--- src/rtl/core/qms_pkg.sv ---
// ----------------------------------------------------------------------------
// qms_pkg: shared types and constants for the quadrature momentum scroller
// Field widths, register indexes, reset values and the small helpers used by
// the state update logic; the top level shares the types and constants.
// ----------------------------------------------------------------------------
package qms_pkg;

    // Default width of the ribbon position
    localparam int POSITION_BITS_DEF = 12;

    // Configuration register widths
    localparam int WIDTH_REG_BITS = 12;
    localparam int INTERVAL_BITS  = 16;
    localparam int STEP_BITS      = 4;
    localparam int LIMIT_BITS     = 6;
    localparam int CFG_DATA_BITS  = 16;
    localparam int CFG_INDEX_BITS = 3;

    // Item field widths
    localparam int PINS_BITS     = 2;
    localparam int IN_DATA_BITS  = 8;
    localparam int VEL_BITS      = 7;
    localparam int SPEED_BITS    = 8;
    localparam int OUT_USER_BITS = 2;

    // Narrowest ribbon the block supports
    localparam int MIN_WIDTH = 64;

    // Register reset values
    localparam logic [WIDTH_REG_BITS-1:0] COLUMNS_RST      = 12'd1024;
    localparam logic [INTERVAL_BITS-1:0]  MOVE_PERIOD_RST  = 16'd500;
    localparam logic [INTERVAL_BITS-1:0]  VEL_INTERVAL_RST = 16'd4000;
    localparam logic [STEP_BITS-1:0]      VEL_STEP_RST     = 4'd3;
    localparam logic [LIMIT_BITS-1:0]     VEL_LIMIT_RST    = 6'd20;

    // Gray index differences that count as a step
    localparam logic [PINS_BITS-1:0] DIR_FWD  = 2'd1;
    localparam logic [PINS_BITS-1:0] DIR_BACK = 2'd3;

    typedef enum logic [CFG_INDEX_BITS-1:0] {
        CFG_COLUMNS           = 3'd0,
        CFG_MOVE_PERIOD       = 3'd1,
        CFG_VELOCITY_INTERVAL = 3'd2,
        CFG_VELOCITY_STEP     = 3'd3,
        CFG_VELOCITY_LIMIT    = 3'd4
    } t_cfg_index;

    typedef enum logic {
        KIND_PINS = 1'b0,
        KIND_TICK = 1'b1
    } t_kind;

    typedef struct packed {
        logic [INTERVAL_BITS-1:0] move_period;
        logic [INTERVAL_BITS-1:0] vel_interval;
        logic [STEP_BITS-1:0]     vel_step;
        logic [LIMIT_BITS-1:0]    vel_limit;
    } t_qms_cfg;

    typedef struct packed {
        logic step_right;
        logic stepped;
    } t_step_flags;

    typedef struct packed {
        logic                     due;
        logic [INTERVAL_BITS-1:0] count;
    } t_tick;

    // Position of a pin pair along the Gray sequence 00,01,11,10
    function automatic logic [PINS_BITS-1:0] gray_index(input logic [PINS_BITS-1:0] pins);
        return {pins[1], pins[1] ^ pins[0]};
    endfunction

    // Advance a saturating tick counter; restart it when the interval is reached
    function automatic t_tick tick_advance(input logic [INTERVAL_BITS-1:0] count,
                                           input logic [INTERVAL_BITS-1:0] interval);
        logic [INTERVAL_BITS:0] inc;
        t_tick                  res;
        inc = {1'b0, count} + (INTERVAL_BITS+1)'(1);
        if (inc[INTERVAL_BITS]) begin
            inc = {1'b0, {INTERVAL_BITS{1'b1}}};
        end
        res.due   = (inc[INTERVAL_BITS-1:0] >= interval);
        res.count = res.due ? '0 : inc[INTERVAL_BITS-1:0];
        return res;
    endfunction

endpackage

--- src/rtl/core/qms_step.sv ---
// ----------------------------------------------------------------------------
// qms_step: next-state logic for one item
// Decodes a pin sample into a step or advances both tick timers, and returns
// the updated position, velocity, counters and step flags.
// ----------------------------------------------------------------------------
module qms_step #(
    parameter int POSITION_BITS = qms_pkg::POSITION_BITS_DEF
) (
    input  logic                                i_kind,
    input  logic [qms_pkg::PINS_BITS-1:0]       i_pins,
    input  logic [qms_pkg::PINS_BITS-1:0]       i_last_pins,
    input  logic [POSITION_BITS-1:0]            i_position,
    input  logic [POSITION_BITS:0]              i_eff_width,
    input  logic signed [qms_pkg::VEL_BITS-1:0] i_velocity,
    input  logic [qms_pkg::INTERVAL_BITS-1:0]   i_move_count,
    input  logic [qms_pkg::INTERVAL_BITS-1:0]   i_decay_count,
    input  qms_pkg::t_qms_cfg                   i_cfg,
    output logic [qms_pkg::PINS_BITS-1:0]       o_last_pins,
    output logic [POSITION_BITS-1:0]            o_position,
    output logic signed [qms_pkg::VEL_BITS-1:0] o_velocity,
    output logic [qms_pkg::INTERVAL_BITS-1:0]   o_move_count,
    output logic [qms_pkg::INTERVAL_BITS-1:0]   o_decay_count,
    output qms_pkg::t_step_flags                o_flags
);
    import qms_pkg::*;

    localparam int SUM_BITS = VEL_BITS + 2;
    localparam int PW2      = POSITION_BITS + 2;
    localparam logic signed [SUM_BITS-1:0] VEL_HI = SUM_BITS'((2 ** (VEL_BITS - 1)) - 1);
    localparam logic signed [SUM_BITS-1:0] VEL_LO = SUM_BITS'(-(2 ** (VEL_BITS - 1)));

    function automatic logic signed [VEL_BITS-1:0] sat_vel(input logic signed [SUM_BITS-1:0] v);
        if (v > VEL_HI) begin
            return VEL_BITS'(VEL_HI);
        end else if (v < VEL_LO) begin
            return VEL_BITS'(VEL_LO);
        end
        return VEL_BITS'(v);
    endfunction

    logic [PINS_BITS-1:0]        dir;
    logic signed [SUM_BITS-1:0]  vel_ext;
    logic signed [SUM_BITS-1:0]  step_ext;
    logic signed [SUM_BITS-1:0]  lim_ext;
    logic [POSITION_BITS:0]      pos_inc;
    logic [POSITION_BITS-1:0]    pos_fwd;
    logic [POSITION_BITS-1:0]    pos_back;
    logic [POSITION_BITS-1:0]    pos_move;
    logic signed [PW2-1:0]       pos_sum;
    logic signed [PW2-1:0]       width_ext;
    t_tick                       move_t;
    t_tick                       decay_t;

    assign dir      = gray_index(i_pins) - gray_index(i_last_pins);
    assign vel_ext  = SUM_BITS'(i_velocity);
    assign step_ext = $signed(SUM_BITS'(i_cfg.vel_step));
    assign lim_ext  = $signed(SUM_BITS'(i_cfg.vel_limit));

    // Single column steps with wrap
    assign pos_inc  = {1'b0, i_position} + (POSITION_BITS+1)'(1);
    assign pos_fwd  = (pos_inc == i_eff_width) ? '0 : pos_inc[POSITION_BITS-1:0];
    assign pos_back = (i_position == '0) ? POSITION_BITS'(i_eff_width - (POSITION_BITS+1)'(1))
                                         : i_position - POSITION_BITS'(1);

    // Momentum move: the sum stays within one width of the ribbon
    assign pos_sum   = $signed(PW2'(i_position)) + PW2'(i_velocity);
    assign width_ext = $signed(PW2'(i_eff_width));

    always_comb begin
        if (pos_sum < 0) begin
            pos_move = POSITION_BITS'(pos_sum + width_ext);
        end else if (pos_sum >= width_ext) begin
            pos_move = POSITION_BITS'(pos_sum - width_ext);
        end else begin
            pos_move = POSITION_BITS'(pos_sum);
        end
    end

    assign move_t  = tick_advance(i_move_count, i_cfg.move_period);
    assign decay_t = tick_advance(i_decay_count, i_cfg.vel_interval);

    always_comb begin
        o_last_pins        = i_last_pins;
        o_position         = i_position;
        o_velocity         = i_velocity;
        o_move_count       = i_move_count;
        o_decay_count      = i_decay_count;
        o_flags.stepped    = 1'b0;
        o_flags.step_right = 1'b0;
        if (t_kind'(i_kind) == KIND_PINS) begin
            o_last_pins = i_pins;
            if (dir == DIR_FWD) begin
                o_flags.stepped    = 1'b1;
                o_flags.step_right = 1'b1;
                if (i_velocity == '0) begin
                    o_position = pos_fwd;
                end
                if (vel_ext < lim_ext) begin
                    o_velocity = sat_vel(vel_ext + step_ext);
                end
            end else if (dir == DIR_BACK) begin
                o_flags.stepped = 1'b1;
                if (i_velocity == '0) begin
                    o_position = pos_back;
                end
                if (vel_ext > -lim_ext) begin
                    o_velocity = sat_vel(vel_ext - step_ext);
                end
            end
        end else begin
            // Move before decay when both timers fall due
            o_move_count  = move_t.count;
            o_decay_count = decay_t.count;
            if (move_t.due) begin
                o_position = pos_move;
            end
            if (decay_t.due) begin
                if (i_velocity < 0) begin
                    o_velocity = i_velocity + VEL_BITS'(1);
                end else if (i_velocity > 0) begin
                    o_velocity = i_velocity - VEL_BITS'(1);
                end
            end
        end
    end

endmodule

--- src/rtl/core/quadrature_momentum_scroller.sv ---
// ----------------------------------------------------------------------------
// quadrature_momentum_scroller: encoder decoder with momentum scrolling
// Turns quadrature pin samples and time ticks into a ribbon position and a
// decaying velocity.
// ----------------------------------------------------------------------------
// Usage:
//   s_axis carries one item per handshake: tuser is the kind (0 = pin sample,
//   1 = time tick), tdata[1:0] the encoder pins. m_axis returns exactly one
//   item per input item: tdata holds position and signed speed, tuser the
//   stepped and step_right flags.
//   Each result is registered in the output buffer; the block takes one item
//   every cycle while the receiver keeps up and no width reduction runs.
//   A two-entry output buffer decouples the sides: when the receiver stalls,
//   a second item is still taken, and s_axis_tready drops once both entries
//   are full or while a width reduction runs.
//   Reset loads the register defaults (width 1024, intervals 500 and 4000,
//   step 3, limit 20) and clears pins, position, velocity and tick counters.
//   Configuration is written through i_cfg_wr_en / i_cfg_index / i_cfg_wdata
//   while no item is in flight. A column count write starts a reduction of
//   the position modulo the new width, one shift-and-subtract per cycle,
//   with s_axis_tready low until it ends.
// ----------------------------------------------------------------------------
module quadrature_momentum_scroller #(
    parameter int POSITION_BITS = qms_pkg::POSITION_BITS_DEF
) (
    input  logic                                     i_clk,
    input  logic                                     i_rst_n,
    // configuration write port
    input  logic                                     i_cfg_wr_en,
    input  logic [qms_pkg::CFG_INDEX_BITS-1:0]       i_cfg_index,
    input  logic [qms_pkg::CFG_DATA_BITS-1:0]        i_cfg_wdata,
    // input items
    input  logic                                     s_axis_tvalid,
    output logic                                     s_axis_tready,
    input  logic [qms_pkg::IN_DATA_BITS-1:0]         s_axis_tdata,  // [1:0] pins, rest zero
    input  logic                                     s_axis_tuser,  // [0] kind
    // result items
    output logic                                     m_axis_tvalid,
    input  logic                                     m_axis_tready,
    // position, then speed, zero filled to whole bytes
    output logic [((POSITION_BITS + qms_pkg::SPEED_BITS + 7) / 8) * 8 - 1:0] m_axis_tdata,
    output logic [qms_pkg::OUT_USER_BITS-1:0]        m_axis_tuser   // [0] stepped, [1] step_right
);
    import qms_pkg::*;

    localparam int OUT_DATA_BITS = ((POSITION_BITS + SPEED_BITS + 7) / 8) * 8;
    localparam int EW            = POSITION_BITS + 1;
    localparam int CMPW          = (EW > WIDTH_REG_BITS) ? EW : WIDTH_REG_BITS;
    // Quotient of a position by a width of at least 64 fits in this many bits
    localparam int SHIFT_TOP     = POSITION_BITS - 6;
    localparam int KW            = $clog2(SHIFT_TOP + 1);
    localparam int RW            = EW + SHIFT_TOP;

    // Clamp the written width to MIN_WIDTH .. 2^POSITION_BITS
    function automatic logic [EW-1:0] eff_width(input logic [WIDTH_REG_BITS-1:0] rw);
        logic [CMPW-1:0] w;
        logic [CMPW-1:0] top;
        w   = CMPW'(rw);
        top = CMPW'(1) << POSITION_BITS;
        if (w < CMPW'(MIN_WIDTH)) begin
            w = CMPW'(MIN_WIDTH);
        end else if (w > top) begin
            w = top;
        end
        return EW'(w);
    endfunction

    // Architectural state
    logic [PINS_BITS-1:0]        r_last_pins;
    logic [POSITION_BITS-1:0]    r_position;
    logic signed [VEL_BITS-1:0]  r_velocity;
    logic [INTERVAL_BITS-1:0]    r_move_count;
    logic [INTERVAL_BITS-1:0]    r_decay_count;
    logic [EW-1:0]               r_eff_width;
    t_qms_cfg                    r_cfg;

    // Width change reduction
    logic                        r_busy;
    logic [KW-1:0]               r_shift;
    logic [RW-1:0]               rebase_trial;
    logic [RW-1:0]               rebase_pos;
    logic                        rebase_ge;
    logic                        cfg_width_wr;

    // Next state from the update logic
    logic [PINS_BITS-1:0]        n_last_pins;
    logic [POSITION_BITS-1:0]    n_position;
    logic signed [VEL_BITS-1:0]  n_velocity;
    logic [INTERVAL_BITS-1:0]    n_move_count;
    logic [INTERVAL_BITS-1:0]    n_decay_count;
    t_step_flags                 n_flags;
    logic [OUT_DATA_BITS-1:0]    n_out_data;

    // Output buffer: main entry drives the port, skid entry backs it up
    logic                        r_main_valid;
    logic [OUT_DATA_BITS-1:0]    r_main_data;
    t_step_flags                 r_main_flags;
    logic                        r_skid_valid;
    logic [OUT_DATA_BITS-1:0]    r_skid_data;
    t_step_flags                 r_skid_flags;

    logic                        s_fire;
    logic                        m_fire;

    assign s_axis_tready = !r_skid_valid && !r_busy;
    assign s_fire        = s_axis_tvalid && s_axis_tready;
    assign m_fire        = r_main_valid && m_axis_tready;
    assign cfg_width_wr  = i_cfg_wr_en && (t_cfg_index'(i_cfg_index) == CFG_COLUMNS);

    qms_step #(
        .POSITION_BITS (POSITION_BITS)
    ) u_step (
        .i_kind        (s_axis_tuser),
        .i_pins        (s_axis_tdata[PINS_BITS-1:0]),
        .i_last_pins   (r_last_pins),
        .i_position    (r_position),
        .i_eff_width   (r_eff_width),
        .i_velocity    (r_velocity),
        .i_move_count  (r_move_count),
        .i_decay_count (r_decay_count),
        .i_cfg         (r_cfg),
        .o_last_pins   (n_last_pins),
        .o_position    (n_position),
        .o_velocity    (n_velocity),
        .o_move_count  (n_move_count),
        .o_decay_count (n_decay_count),
        .o_flags       (n_flags)
    );

    // Result reflects the state after this item
    assign n_out_data = OUT_DATA_BITS'({SPEED_BITS'(n_velocity), n_position});

    // One restoring-division bit per cycle: subtract width << shift if it fits
    assign rebase_trial = RW'(r_eff_width) << r_shift;
    assign rebase_pos   = RW'(r_position);
    assign rebase_ge    = (rebase_pos >= rebase_trial);

    // State, configuration and reduction sequencing
    always_ff @(posedge i_clk) begin
        if (!i_rst_n) begin
            r_last_pins       <= '0;
            r_position        <= '0;
            r_velocity        <= '0;
            r_move_count      <= '0;
            r_decay_count     <= '0;
            r_eff_width       <= eff_width(COLUMNS_RST);
            r_cfg.move_period <= MOVE_PERIOD_RST;
            r_cfg.vel_interval <= VEL_INTERVAL_RST;
            r_cfg.vel_step    <= VEL_STEP_RST;
            r_cfg.vel_limit   <= VEL_LIMIT_RST;
            r_busy            <= 1'b0;
            r_shift           <= '0;
        end else begin
            if (s_fire) begin
                r_last_pins   <= n_last_pins;
                r_position    <= n_position;
                r_velocity    <= n_velocity;
                r_move_count  <= n_move_count;
                r_decay_count <= n_decay_count;
            end else if (r_busy && rebase_ge) begin
                r_position <= POSITION_BITS'(rebase_pos - rebase_trial);
            end

            // Restart the reduction on every width write
            if (cfg_width_wr) begin
                r_busy  <= 1'b1;
                r_shift <= KW'(SHIFT_TOP);
            end else if (r_busy) begin
                if (r_shift == '0) begin
                    r_busy <= 1'b0;
                end else begin
                    r_shift <= r_shift - KW'(1);
                end
            end

            if (i_cfg_wr_en) begin
                unique case (t_cfg_index'(i_cfg_index))
                    CFG_COLUMNS: begin
                        r_eff_width <= eff_width(i_cfg_wdata[WIDTH_REG_BITS-1:0]);
                    end
                    CFG_MOVE_PERIOD: begin
                        r_cfg.move_period <= i_cfg_wdata[INTERVAL_BITS-1:0];
                    end
                    CFG_VELOCITY_INTERVAL: begin
                        r_cfg.vel_interval <= i_cfg_wdata[INTERVAL_BITS-1:0];
                    end
                    CFG_VELOCITY_STEP: begin
                        r_cfg.vel_step <= i_cfg_wdata[STEP_BITS-1:0];
                    end
                    CFG_VELOCITY_LIMIT: begin
                        r_cfg.vel_limit <= i_cfg_wdata[LIMIT_BITS-1:0];
                    end
                    default: begin
                        // unused index: drop the write
                    end
                endcase
            end
        end
    end

    // Output buffer: refill main from skid, else from the new item
    always_ff @(posedge i_clk) begin
        if (!i_rst_n) begin
            r_main_valid <= 1'b0;
            r_skid_valid <= 1'b0;
        end else begin
            if (m_fire) begin
                if (r_skid_valid) begin
                    r_main_data  <= r_skid_data;
                    r_main_flags <= r_skid_flags;
                    r_skid_valid <= 1'b0;
                end else if (s_fire) begin
                    r_main_data  <= n_out_data;
                    r_main_flags <= n_flags;
                end else begin
                    r_main_valid <= 1'b0;
                end
            end else if (s_fire) begin
                if (!r_main_valid) begin
                    r_main_valid <= 1'b1;
                    r_main_data  <= n_out_data;
                    r_main_flags <= n_flags;
                end else begin
                    r_skid_valid <= 1'b1;
                    r_skid_data  <= n_out_data;
                    r_skid_flags <= n_flags;
                end
            end
        end
    end

    assign m_axis_tvalid = r_main_valid;
    assign m_axis_tdata  = r_main_data;
    assign m_axis_tuser  = {r_main_flags.step_right, r_main_flags.stepped};

    // Position stays inside the ribbon whenever no reduction is running
    a_position_in_range: assert property (@(posedge i_clk) disable iff (!i_rst_n)
        !r_busy |-> ({1'b0, r_position} < r_eff_width))
        else $error("position outside ribbon width");

    // Skid entry is only ever filled behind a held main entry
    a_skid_behind_main: assert property (@(posedge i_clk) disable iff (!i_rst_n)
        r_skid_valid |-> r_main_valid)
        else $error("skid entry valid without main entry");

    // After every accepted item the main output entry is valid the next cycle
    a_accept_gives_result: assert property (@(posedge i_clk) disable iff (!i_rst_n)
        s_fire |=> r_main_valid)
        else $error("accepted item produced no result");

    // Reduction ends after its last shift unless a new width write restarts it
    a_reduce_ends: assert property (@(posedge i_clk) disable iff (!i_rst_n)
        (r_busy && (r_shift == '0) && !cfg_width_wr) |=> !r_busy)
        else $error("width reduction did not finish");

endmodule
--- config.mk ---
export PLATFORM = sky130hd
export DESIGN_NAME = quadrature_momentum_scroller
export DESIGN_NICKNAME = d
export VERILOG_FILES = /design/src/rtl/core/qms_pkg.sv /design/src/rtl/core/qms_step.sv /design/src/rtl/core/quadrature_momentum_scroller.sv
export SDC_FILE = /design/constraint.sdc
export NUM_CORES = 1
export LEC_CHECK = 0
export ABC_AREA = 1
export BUFFER_PORTS_ARGS = -buffer_cell sky130_fd_sc_hd__buf_2
export CAP_MARGIN = 30
export CELL_PAD_IN_SITES_DETAIL_PLACEMENT = 1
export CELL_PAD_IN_SITES_GLOBAL_PLACEMENT = 1
export CORE_MARGIN = 10
export CORE_UTILIZATION = 47
export CTS_BUF_LIST = sky130_fd_sc_hd__clkbuf_4 sky130_fd_sc_hd__clkbuf_8
export CTS_CLUSTER_SIZE = 20
export DETAILED_ROUTE_END_ITERATION = 10
export PLACE_DENSITY_LB_ADDON = 0.12
export SYNTH_ARGS = -nofsm -noshare
export SYNTH_HDL_FRONTEND = slang
export SYNTH_SLANG_ARGS = --single-unit
--- constraint.sdc ---
create_clock -name i_clk -period 5.1 [get_ports i_clk]
set_input_delay 0.255 -clock i_clk [delete_from_list [all_inputs] [get_ports i_clk]]
set_output_delay 0.255 -clock i_clk [all_outputs]
set_load 0.005 [all_outputs]
; Yosys cells after proc, flatten, opt, wreduce, memory -nomap -nowiden
; Cells that the tools add are included.
[classes]
reduce_logical = 30
n_mux = 67
n_eq_ne = 11
add_sub_neg = 16
shifts = 1
n_lt_le_gt_ge = 15
bitwise = 6
[op_table]
columns = op, count
row1 = $mux 12, 12
row2 = $mux 24, 5
row3 = $mux 7, 14
row4 = $mux 16, 4
row5 = $add 16x1->17 const B, 2
row6 = $ge 16x16->1, 2
row7 = $mux 13, 2
row8 = $sub 12x1->12 const B, 2
row9 = $sub 12x12->12, 2
row10 = $mux 1, 21
row11 = $reduce_and 2->1, 10
row12 = $ge 12x19->1, 1
row13 = $shl 13x3->19, 1
row14 = $gt 9x7->1 const B, 2
row15 = $lt 9x7->1 const B, 2
row16 = $add 13x7->14, 1
row17 = $ge 14x14->1, 1
row18 = $lt 14x1->1 const B, 1
row19 = $add 12x1->13 const B, 1
row20 = $eq 13x13->1, 1
row21 = $gt 12x13->1 const B, 1
row22 = $add 12x12->12, 1
row23 = $logic_not 12->1, 1
row24 = $lt 12x7->1 const B, 1
row25 = other kinds (30), 55
[totals]
out_inout_bits = 28
ff_bits = 161

; Depth between registers and ports, before layout
; Gate-level depths: netlist of the first run.
[logic_depth]
depth_word = 16
mapped_depth = 30

; Cells and area by module
; Synthesis of the first run repeated with hierarchy kept, for this count alone.
[unflattened]
hier_cells = 2236
area_unflattened_um2 = 14346.3
[modules_own_cells]
columns = mod, instances, cells_each, area_per_inst_um2, seq_area_each_um2
row1 = qms_step, 1, 1404, 7551.0, 0.0
row2 = quadrature_momentum_scroller, 1, 832, 6795.3, 3523.4

; Least setup slack after synthesis of the first run
; OpenSTA, ideal clock, no wires.
[synth_path]
kind = register -> register
start = register r_velocity[1]
end = register r_main_data[8] (netlist: m_axis_tdata[8]), data pin
arrival_time_ps = 3351
setup_ps = 253
slack_ps = 1497
stages_incl_launch_ff = 29
period_less_slack_ps = 3603
path_cell_list = dfxtp_1 > ha_1 > nand2_1 > nand2_1 > nand3_1 > nand2_1 > nand2_1 > nand2_1 > nand2_1 > nand2_1 > xnor2_1 > inv_1 > ha_1 > buf_2 > inv_1 > o21ai_0 > nor2_1 > and3_1 > o211ai_2 > nand2_2 > nand2_2 > buf_6 > nand2_1 > nand3_1 > o211ai_1 > nand2_1 > nand2_2 > nand2_1 > nand2_1
[synth_via]
elab_chain_cells = 9
elab_cells_between_ends = 19
[synth_lines]
columns = element, line_no
row1 = from (decl), quadrature_momentum_scroller.sv:71  ; logic signed [VEL_BITS-1:0] r_velocity;
row2 = from (signal assigned), quadrature_momentum_scroller.sv:157  ; r_velocity <= n_velocity;
row3 = $add 13x7->14, qms_step.sv:66  ; assign pos_sum = $signed(PW2'(i_position)) + PW2'(i_velocity);
row4 = $sub 12x12->12 or $ge 14x14->1 (tied branches), "qms_step.sv:73, qms_step.sv:72"
row5 = $mux 12, qms_step.sv:72  ; end else if (pos_sum >= width_ext) begin
row6 = $mux 12, qms_step.sv:70  ; if (pos_sum < 0) begin
row7 = $mux 12, qms_step.sv:114  ; if (move_t.due) begin
row8 = $mux 12 (*), qms_step.sv:90  ; if (t_kind'(i_kind) == KIND_PINS) begin
row9 = named net n_position[8], quadrature_momentum_scroller.sv:87  ; logic [POSITION_BITS-1:0] n_position;
row10 = $mux 24 (on tied branches), "quadrature_momentum_scroller.sv:219, quadrature_momentum_scroller.sv:212"
row11 = $mux 24 (on tied branches), "quadrature_momentum_scroller.sv:218, quadrature_momentum_scroller.sv:208"
row12 = $mux 24 (*), quadrature_momentum_scroller.sv:207  ; if (m_fire) begin
row13 = to (signal assigned), quadrature_momentum_scroller.sv:209  ; r_main_data <= r_skid_data;
row14 = to (signal assigned), quadrature_momentum_scroller.sv:213  ; r_main_data <= n_out_data;
row15 = to (signal assigned), quadrature_momentum_scroller.sv:221  ; r_main_data <= n_out_data;
row16 = to (decl), quadrature_momentum_scroller.sv:96  ; logic [OUT_DATA_BITS-1:0] r_main_data;
; Mark *: on every way through the listed nets, which the timed path passes. The rest lies on a longest branch. The select of a mux whose other input is x is not followed.
; A chain may end at the register's enable or synchronous reset.

; Worst setup path in the final report of the first run
[layout_path]
start = register r_decay_count[0]
end = register r_main_data[17] (netlist: m_axis_tdata[17]), data pin
[layout_via]
elab_chain_cells = 8
elab_cells_between_ends = 10
[layout_lines]
columns = element, line_no
row1 = from (decl), quadrature_momentum_scroller.sv:73  ; logic [INTERVAL_BITS-1:0] r_decay_count;
row2 = from (signal assigned), quadrature_momentum_scroller.sv:159  ; r_decay_count <= n_decay_count;
row3 = $add 16x1->17 (*), qms_pkg.sv:80  ; inc = {1'b0, count} + (INTERVAL_BITS+1)'(1);
row4 = $mux 16 (*), qms_pkg.sv:81  ; if (inc[INTERVAL_BITS]) begin
row5 = $ge 16x16->1 (*), qms_pkg.sv:84  ; res.due = (inc[INTERVAL_BITS-1:0] >= interval);
row6 = $mux 7 (*), qms_step.sv:117  ; if (decay_t.due) begin
row7 = $mux 7 (*), qms_step.sv:90
row8 = $mux 24 (on tied branches), "quadrature_momentum_scroller.sv:219, quadrature_momentum_scroller.sv:212"
row9 = $mux 24 (on tied branches), "quadrature_momentum_scroller.sv:218, quadrature_momentum_scroller.sv:208"
row10 = $mux 24 (*), quadrature_momentum_scroller.sv:207
; Mark *: on every way between the ends. The rest lies on a longest branch, timed or not. The select of a mux whose other input is x is not followed.

==> results of run 1 <==
[area by class of cell]
type | count | area share
tap | 378 | 0.03297
sequential | 155 | 0.2456
inverter | 286 | 0.07492
clock inverter | 13 | 0.01465
multi-input combinational | 1468 | 0.5742
clock buffer | 19 | 0.01823
timing repair buffer | 89 | 0.03942
[worst max-delay path: cells and delay by family (launching register included)]
family	cells	cell delay (ps)
buffers and inverters	1	90
flip-flops	1	390
adder cells (fa/ha/maj)	2	520
AND/OR/NAND/NOR	8	2060
AO/OA/AOI/OAI	8	1370
[registers in the layout (all words and copies together), names as in the netlist]
signal,flops
r_eff_width,12
r_skid_data,19
r_skid_flags,2
r_shift,3
r_cfg,42
m_axis_tdata,19
r_velocity,7
r_position,12
m_axis_tvalid,1
r_move_count,16
r_skid_valid,1
r_busy,1
m_axis_tuser,2
r_last_pins,2
r_decay_count,16
[metrics by stage]
stage,worst slack [ps],utilization,hold WS [ps],area (µm²),cells
final,486.9,0.5178,32.14,14350,2408
after global routing,39.19,0.5178,49.78,14350,2408
after CTS,517.5,0.5178,12.82,14350,2408
after detailed placement,616.7,0.4986,457.1,13810,2370
after global placement,739.5,0.4980,453.8,13800,2369
after floorplan,1497,-,381.4,13150,1978
[cells in the final DEF, fill, tap and decap left out, drive strengths merged, types with 27 or more instances in the layout]
cell type / instances
ha: 114
buf: 83
nand3: 155
nor3: 32
inv: 283
edfxtp: 42
nor2: 126
o211ai: 27
xor2: 42
o21ai: 178
dfxtp: 113
nand2: 487
a21oi: 171
[metal layers]
| metal | vias up | global-route usage |
|---|---|---|
| li1 | 6609 | - |
| met1 | 6577 | 0.3094 |
| met2 | 346 | 0.4567 |
| met3 | 100 | 0.03747 |
| met4 | 0 | 0.1225 |
| met5 | - | 0 |
[kinds of logic (layout without fill, tap and decap cells)]
kind of cell    Yosys count  in the layout  synth area share
fa+ha+maj               120            120            0.1177
compound gates          425            425            0.1781
flops                   155            155            0.2682
simple gates            856            856            0.2849
buf+inv                 355            407            0.1067
other cells               1              4         0.0002854
xor+xnor                 57             57           0.03962
mux                       6              6          0.004572
[timing repair]
item,in CTS,in global routing
resized for setup,0,0
hold buffers,6,0
endpoints found under the hold margin,6,0
[final timing paths]
| check | cells past startpoint | slack (ps) | endpoint | startpoint |
|---|---|---|---|---|
| worst min-delay path | 3 | 30 | r_cfg[17] | i_cfg_wdata[7] |
| worst max register to register | 19 | 490 | m_axis_tdata[17] | r_decay_count[0] |
| worst min register to register | 2 | 470 | r_cfg[25] | r_cfg[25] |
| worst max-delay path | 19 | 490 | m_axis_tdata[17] | r_decay_count[0] |
[where the power goes]
group          total (mW)  switching, mW  internal, mW  leakage [nW]
combinational        1.46          0.990         0.475          5.25
sequential           1.38         0.0443          1.33          1.31
clock                1.14          0.528         0.612         0.238
total                3.98           1.56          2.42          6.79
==> qor.tcl, run 1 <==
set qor(cpPeakStageDelay_ps) 520
set qor(fin_setup_tns_ps) 0
set qor(cap_violations) 0
set qor(buffer_ports.inserted) 50
set qor(p_leak_nw) 6.793
set qor(run_status) {finished, final reports clean}
set qor(met2WireLength_mm) 22.46
set qor(synth_edf_count) 42
set qor(post-layout-total-power_mw) 3.980
set qor(cp_cell_sequence) {ha_1 -> nand2_1 -> nor3_1 -> nand2_1 -> nor3_1 -> inv_1 -> nor2_1 -> nand3_1 -> o21ai_0 -> ha_1 -> a21oi_1 -> o21ai_0 -> a21oi_1 -> nand3_1 -> nand3_1 -> a21oi_1 -> o21ai_0 -> o21ai_0 -> o21ai_0}
set qor(cts-root-to-sink-buffers) 2
set qor(die_h_um) 187.2
set qor(sequential_cell_area_um2) 3523
set qor(fillerInstances) 3764
set qor(setup_viol) 0
set qor(master_of_the_slowest_instance_on_the_critical_path) {nand3_1}
set qor(synth_top_area_frac) 0.1722
set qor(power.ir.vdd_worst_mv) 0.2184
set qor(routabilityCongestion) 1.005
set qor(synth_cell_types) 63
set qor(period_needed_ps) 4613
set qor(grt_setup_unrepaired) {false}
set qor(cp_max_fo) 13
set qor(worst_skew_pair.late_latency_ps) 520
set qor(root_buffer) {clkbuf_8}
set qor(via_count) 13630
set qor(row_count) 61
set qor(synth.yosys.warnings) 0
set qor(worst_hold_path_type) {in2reg}
set qor(detail_route.wl_per_cell_um) 19.16
set qor(synthFlopType) {dfxtp_1}
set qor(layout-area-overhead-vs-synth_pct) 9.190
set qor(net_total_in_the_final_layout) 2170
set qor(first_iter_violations) 763
set qor(via_count_of_the_first_global_routing_pass) 13970
set qor(path_class) {reg2reg}
set qor(syn_area_um2) 13140
set qor(timing.final.max_slew_violations) 0
set qor(yosys-top-cells-area) {dfxtp_1 (17%), nand2_1 (13%), ha_1 (11%), edfxtp_1 (9.6%), inv_1 (7.6%)}
set qor(drt_wl_total_mm) 46.14
set qor(synth.most_common_cell) {nand2_1}
set qor(firstDrtPassIters) 5
set qor(global_route.usage.total) 0.2616
set qor(finClkSkew_ps) 13.90
set qor(top_cells_by_count_synth) {nand2_1 (471), inv_1 (266), a21oi_1 (171)}
set qor(arrival_time_at_the_worst_endpoint_ps) 4960
set qor(timing.final.hold_violations) 0
set qor(post_route_cells_drive_above_1_share) 0.09113
set qor(grt_start_max_net_pins) 56
set qor(dp_hpwl_mm) 35.93
set qor(route.detailed.drc) 0
set qor(post_drt_via_cell_ratio) 5.661
set qor(synth_seq_area_share) 0.2682
set qor(p_per_area_nw_per_um2) 277.5
set qor(dr_wl_met3_mm) 2.157
set qor(synthesis.instances) 1975
set qor(antenna_found_initial) 0
set qor(start_util) 0.4742
set qor(max-slew-margin-rel) 0.4028
set qor(cts.reportedPaths.clkPinSlew_ps) 90
set qor(highest_layer) {met4}
set qor(tritoncts) {built}
set qor(fp.dieArea_um2) 35040
set qor(tritoncts.num_buffers) 17
set qor(global_route_wire_length_before_repair_mm) 74.49
set qor(critPathCaptureType) {flop}
set qor(synthArstFlopShare) 0
set qor(crit_top_cell) {o21ai_0}
set qor(critPathRequiredTime_ps) 5440
set qor(timing.fmax_mhz) 216.8
set qor(antenna_cells_inserted) 0
set qor(worst_pin_slew_ps) 890.2
set qor(postSynthRegisterBits) 155
set qor(dieWidth_um) 187.2
set qor(post-route-period-util) 0.9045
set qor(postCtsSetupRepairBufs) 0
set qor(post_synth.cell_area_avg_um2) 6.652
set qor(final_antenna_net_count) 0
set qor(area_of_the_multi_input_gates_um2) 8237
set qor(grt.overflow.total) 0
set qor(core_region_area_um2) 27710
set qor(synthDominantAreaCellType) {dfxtp_1}
set qor(clock_sinks) 155
set qor(ios) 61
set qor(setup.worst_path.start_class) {flop}
set qor(wirelength_met1_mm) 19.62
set qor(htree_levels) 4
Power figures use the tool's default switching activity.
==> inputs of run 2 (changes only) <==
Settings changed: CORE_UTILIZATION 47 to 40.
==> qor.tcl, run 2 (same netlist as run 1, synthesis figures left out) <==
set qor(worst_skew_pair.late_latency_ps) 490 ;# -30 ps
set qor(timing.fmax_mhz) 223.3 ;# +3.0%
set qor(routabilityCongestion) 0.9401 ;# -6.5%
set qor(setup_viol) 0 ;# unchanged
set qor(grt.met2_usage) 0.3826 ;# -0.07414
set qor(htree_levels) 4 ;# unchanged
set qor(worst_hold_path_type) {in2reg}
set qor(min_path_cells) 3 ;# unchanged
set qor(final_antenna_net_count) 0 ;# unchanged
set qor(layout-area-overhead-vs-synth_pct) 9.028
set qor(drt_wl_total_mm) 46.13 ;# about the same
set qor(grt.busiest_layer) {met2}
set qor(detail_route.wl_per_cell_um) 18.68 ;# -2.5%
set qor(critPathCaptureType) {flop}
set qor(post_cts_hold_buffer_count) 5 ;# -1
set qor(postCtsSetupRepairBufs) 0 ;# unchanged
set qor(power.switching_fraction) 0.4103 ;# +0.01786
set qor(sequential_cell_fraction_of_total_power) 0.360 ;# +0.014
set qor(globalRouteMet3Util) 0.03036 ;# -0.007111
set qor(via_count) 13330 ;# -2.2%
set qor(grt.overflow.total) 0 ;# unchanged
set qor(cts_resized) 0 ;# unchanged
set qor(grt_setup_unrepaired) {false}
set qor(crit_top_cell) {nand2_1}
set qor(cap_violations) 0 ;# unchanged
set qor(finClkSkew_ps) 13.75 ;# -0.1516 ps
set qor(timing.hold.worst_endpoint) {r_cfg[33]}
set qor(critPathRequiredTime_ps) 5350 ;# -90 ps
set qor(sequential_cell_area_um2) 3523 ;# unchanged
set qor(p_per_area_nw_per_um2) 266.8 ;# -3.8%
set qor(dieWidth_um) 201.2 ;# +7.5%
set qor(clock_sinks) 155 ;# unchanged
set qor(antenna_found_initial) 0 ;# unchanged
set qor(cpPeakStageDelay_ps) 440 ;# -80 ps
set qor(area_of_the_multi_input_gates_um2) 8237 ;# unchanged
set qor(first_iter_violations) 756 ;# -0.92%
set qor(dp_hpwl_mm) 36.17 ;# +0.66%
set qor(rr_worst_depth) 26 ;# +7
set qor(tritoncts.num_buffers) 17 ;# unchanged
set qor(global_route_wire_length_before_repair_mm) 73.66 ;# -1.1%
set qor(antenna_cells_inserted) 0 ;# unchanged
set qor(global_route.usage.total) 0.2251 ;# -0.03649
set qor(power_share_of_the_combinational_group) 0.382 ;# +0.014
set qor(clockPowerShare) 0.258 ;# -0.028
set qor(grt_start_max_net_pins) 64 ;# +14%
set qor(path_class) {reg2reg}
set qor(post_drt_via_cell_ratio) 5.398 ;# -4.6%
set qor(met1_usage) 0.2847 ;# -0.02471
set qor(timing.reg2reg.setup_slack_ps) 620 ;# +130 ps
set qor(path_delay_family) {simple AND/OR/NAND/NOR gates}
set qor(buffer_ports.inserted) 50 ;# unchanged
set qor(cellInternalPower_mw) 2.254 ;# -6.8%
set qor(cp_max_fo) 11 ;# -2
set qor(timing.final.max_slew_violations) 0 ;# unchanged
set qor(fillerInstances) 4305 ;# +14%
set qor(mostFrequentLayoutCells) {nand2_1 (471), inv_1 (266), a21oi_1 (171)}
set qor(post_route_cells_drive_above_1_share) 0.09073 ;# -0.0004032
set qor(die_h_um) 201.2 ;# +7.5%
set qor(r2r-end) {m_axis_tdata[8]}
set qor(run_status) {finished, final reports clean}
set qor(flip_flop_count_of_the_largest_register_after_layout) 42 ;# unchanged
set qor(period_needed_ps) 4479 ;# -134.0 ps
set qor(timing.final.hold_violations) 0 ;# unchanged
set qor(tritoncts) {built}
set qor(registers.top_by_ff_count) {r_cfg}
set qor(root_buffer) {clkbuf_8}
set qor(start_util) 0.4048 ;# -0.06938
set qor(firstDrtPassIters) 5 ;# unchanged
set qor(r2r_start) {r_position[3]}
set qor(p_leak_nw) 6.745 ;# -0.71%
set qor(net-switching-power_mw) 1.568 ;# +0.40%
set qor(fp.dieArea_um2) 40490 ;# +16%
set qor(hold_path.startpoint) {i_cfg_wdata[7]}
set qor(fin_setup_tns_ps) 0 ;# unchanged
set qor(master_of_the_slowest_instance_on_the_critical_path) {dfxtp_1}
set qor(net_total_in_the_final_layout) 2168 ;# -0.092%
set qor(core_region_area_um2) 32450 ;# +17%
set qor(route.detailed.drc) 0 ;# unchanged
set qor(cts.reportedPaths.clkPinSlew_ps) 90 ;# about the same
set qor(post-route-period-util) 0.8782 ;# -0.02628
set qor(row_count) 66 ;# +8.2%
set qor(setup.worst_path.start_class) {flop}
set qor(cts-root-to-sink-buffers) 2 ;# unchanged
set qor(critical_path_buf_inv_count) 3 ;# +2
set qor(max-slew-margin-rel) 0.3348 ;# -0.06807
set qor(holdWs_ps) 47.96 ;# +15.82 ps
set qor(power.ir.vdd_worst_mv) 0.1817 ;# -17%
set qor(via_count_of_the_first_global_routing_pass) 13540 ;# -3.1%
set qor(arrival_time_at_the_worst_endpoint_ps) 4730 ;# -230 ps
set qor(worst_pin_slew_ps) 991.7 ;# +101.5 ps
set qor(commonest_non_fill_non_tap_cell_in_the_layout) {nand2_1}
set qor(ios) 61 ;# unchanged
## run 2: worst max-delay path by stage
stage	from	endpoint	slack (ps)	depth (start not counted)
finish	r_position[3]	m_axis_tdata[8]	620	26
global placement	r_decay_count[0]	m_axis_tdata[17]	790	19
floorplan	r_velocity[1]	m_axis_tdata[8]	1500	28
CTS	r_position[3]	m_axis_tdata[8]	660	26
detailed placement	r_position[3]	m_axis_tdata[8]	690	26
global route	r_decay_count[0]	m_axis_tdata[17]	50	21
## run 2: power groups by stage
stage | clock, mW | sequential, mW | combinational, mW
after floorplan | 0 | 1.40 | 1.03
after global placement | 0 | 1.40 | 1.40
after detailed placement | 0 | 1.40 | 1.44
after CTS | 1.01 | 1.38 | 1.45
after global routing | 1.06 | 1.38 | 1.64
final | 0.984 | 1.38 | 1.46
## run 2: worst reg2reg max path, stage by stage, from the launching register on
cell and delay, ps:
dfxtp_1 440, ha_1 340, nand2_1 110, clkinv_1 90, nand3_1 110, nand2_1 110
nand2_1 80, nand2_1 80, nand2_1 70, nand2_1 60, xnor2_1 250, inv_1 100
ha_1 430, inv_1 160, o21ai_0 200, nor2_1 70, and3_1 210, o211ai_2 190
nand2_2 170, nand2_2 280, nand2_1 90, nand3_1 80, o211ai_1 200, nand2_1 150
nand2_2 70, nand2_1 60, nand2_1 60
## run 2: layout make-up
class,count,share of cell area
Clock buffer,19,0.01738
Timing Repair Buffer,87,0.03826
Tap cell,442,0.03861
Clock inverter,13,0.009696
Inverter,286,0.07504
Multi-Input combinational cell,1468,0.5750
Sequential cell,155,0.2460
## run 2: metal layers
| layer | wire length (µm) | share of wire | vias to the layer above |
|---|---|---|---|
| met5 | 0 | 0 | - |
| met4 | 1397 | 0.030 | 0 |
| met3 | 1596 | 0.035 | 59 |
| met2 | 21850 | 0.47 | 240 |
| met1 | 21290 | 0.46 | 6438 |
| li1 | - | - | 6596 |
## run 2: stage by stage
stage	power [mW]	std cells	util	area [µm²]	setup slack, ps
after floorplan	2.432	1978	-	13150	1497
after global placement	2.807	2432	0.4274	13870	786.8
after detailed placement	2.845	2433	0.4279	13890	688.4
after CTS	3.837	2470	0.4414	14320	659.8
after global routing	4.085	2470	0.4414	14320	53.36
final	3.822	2470	0.4414	14320	621.0
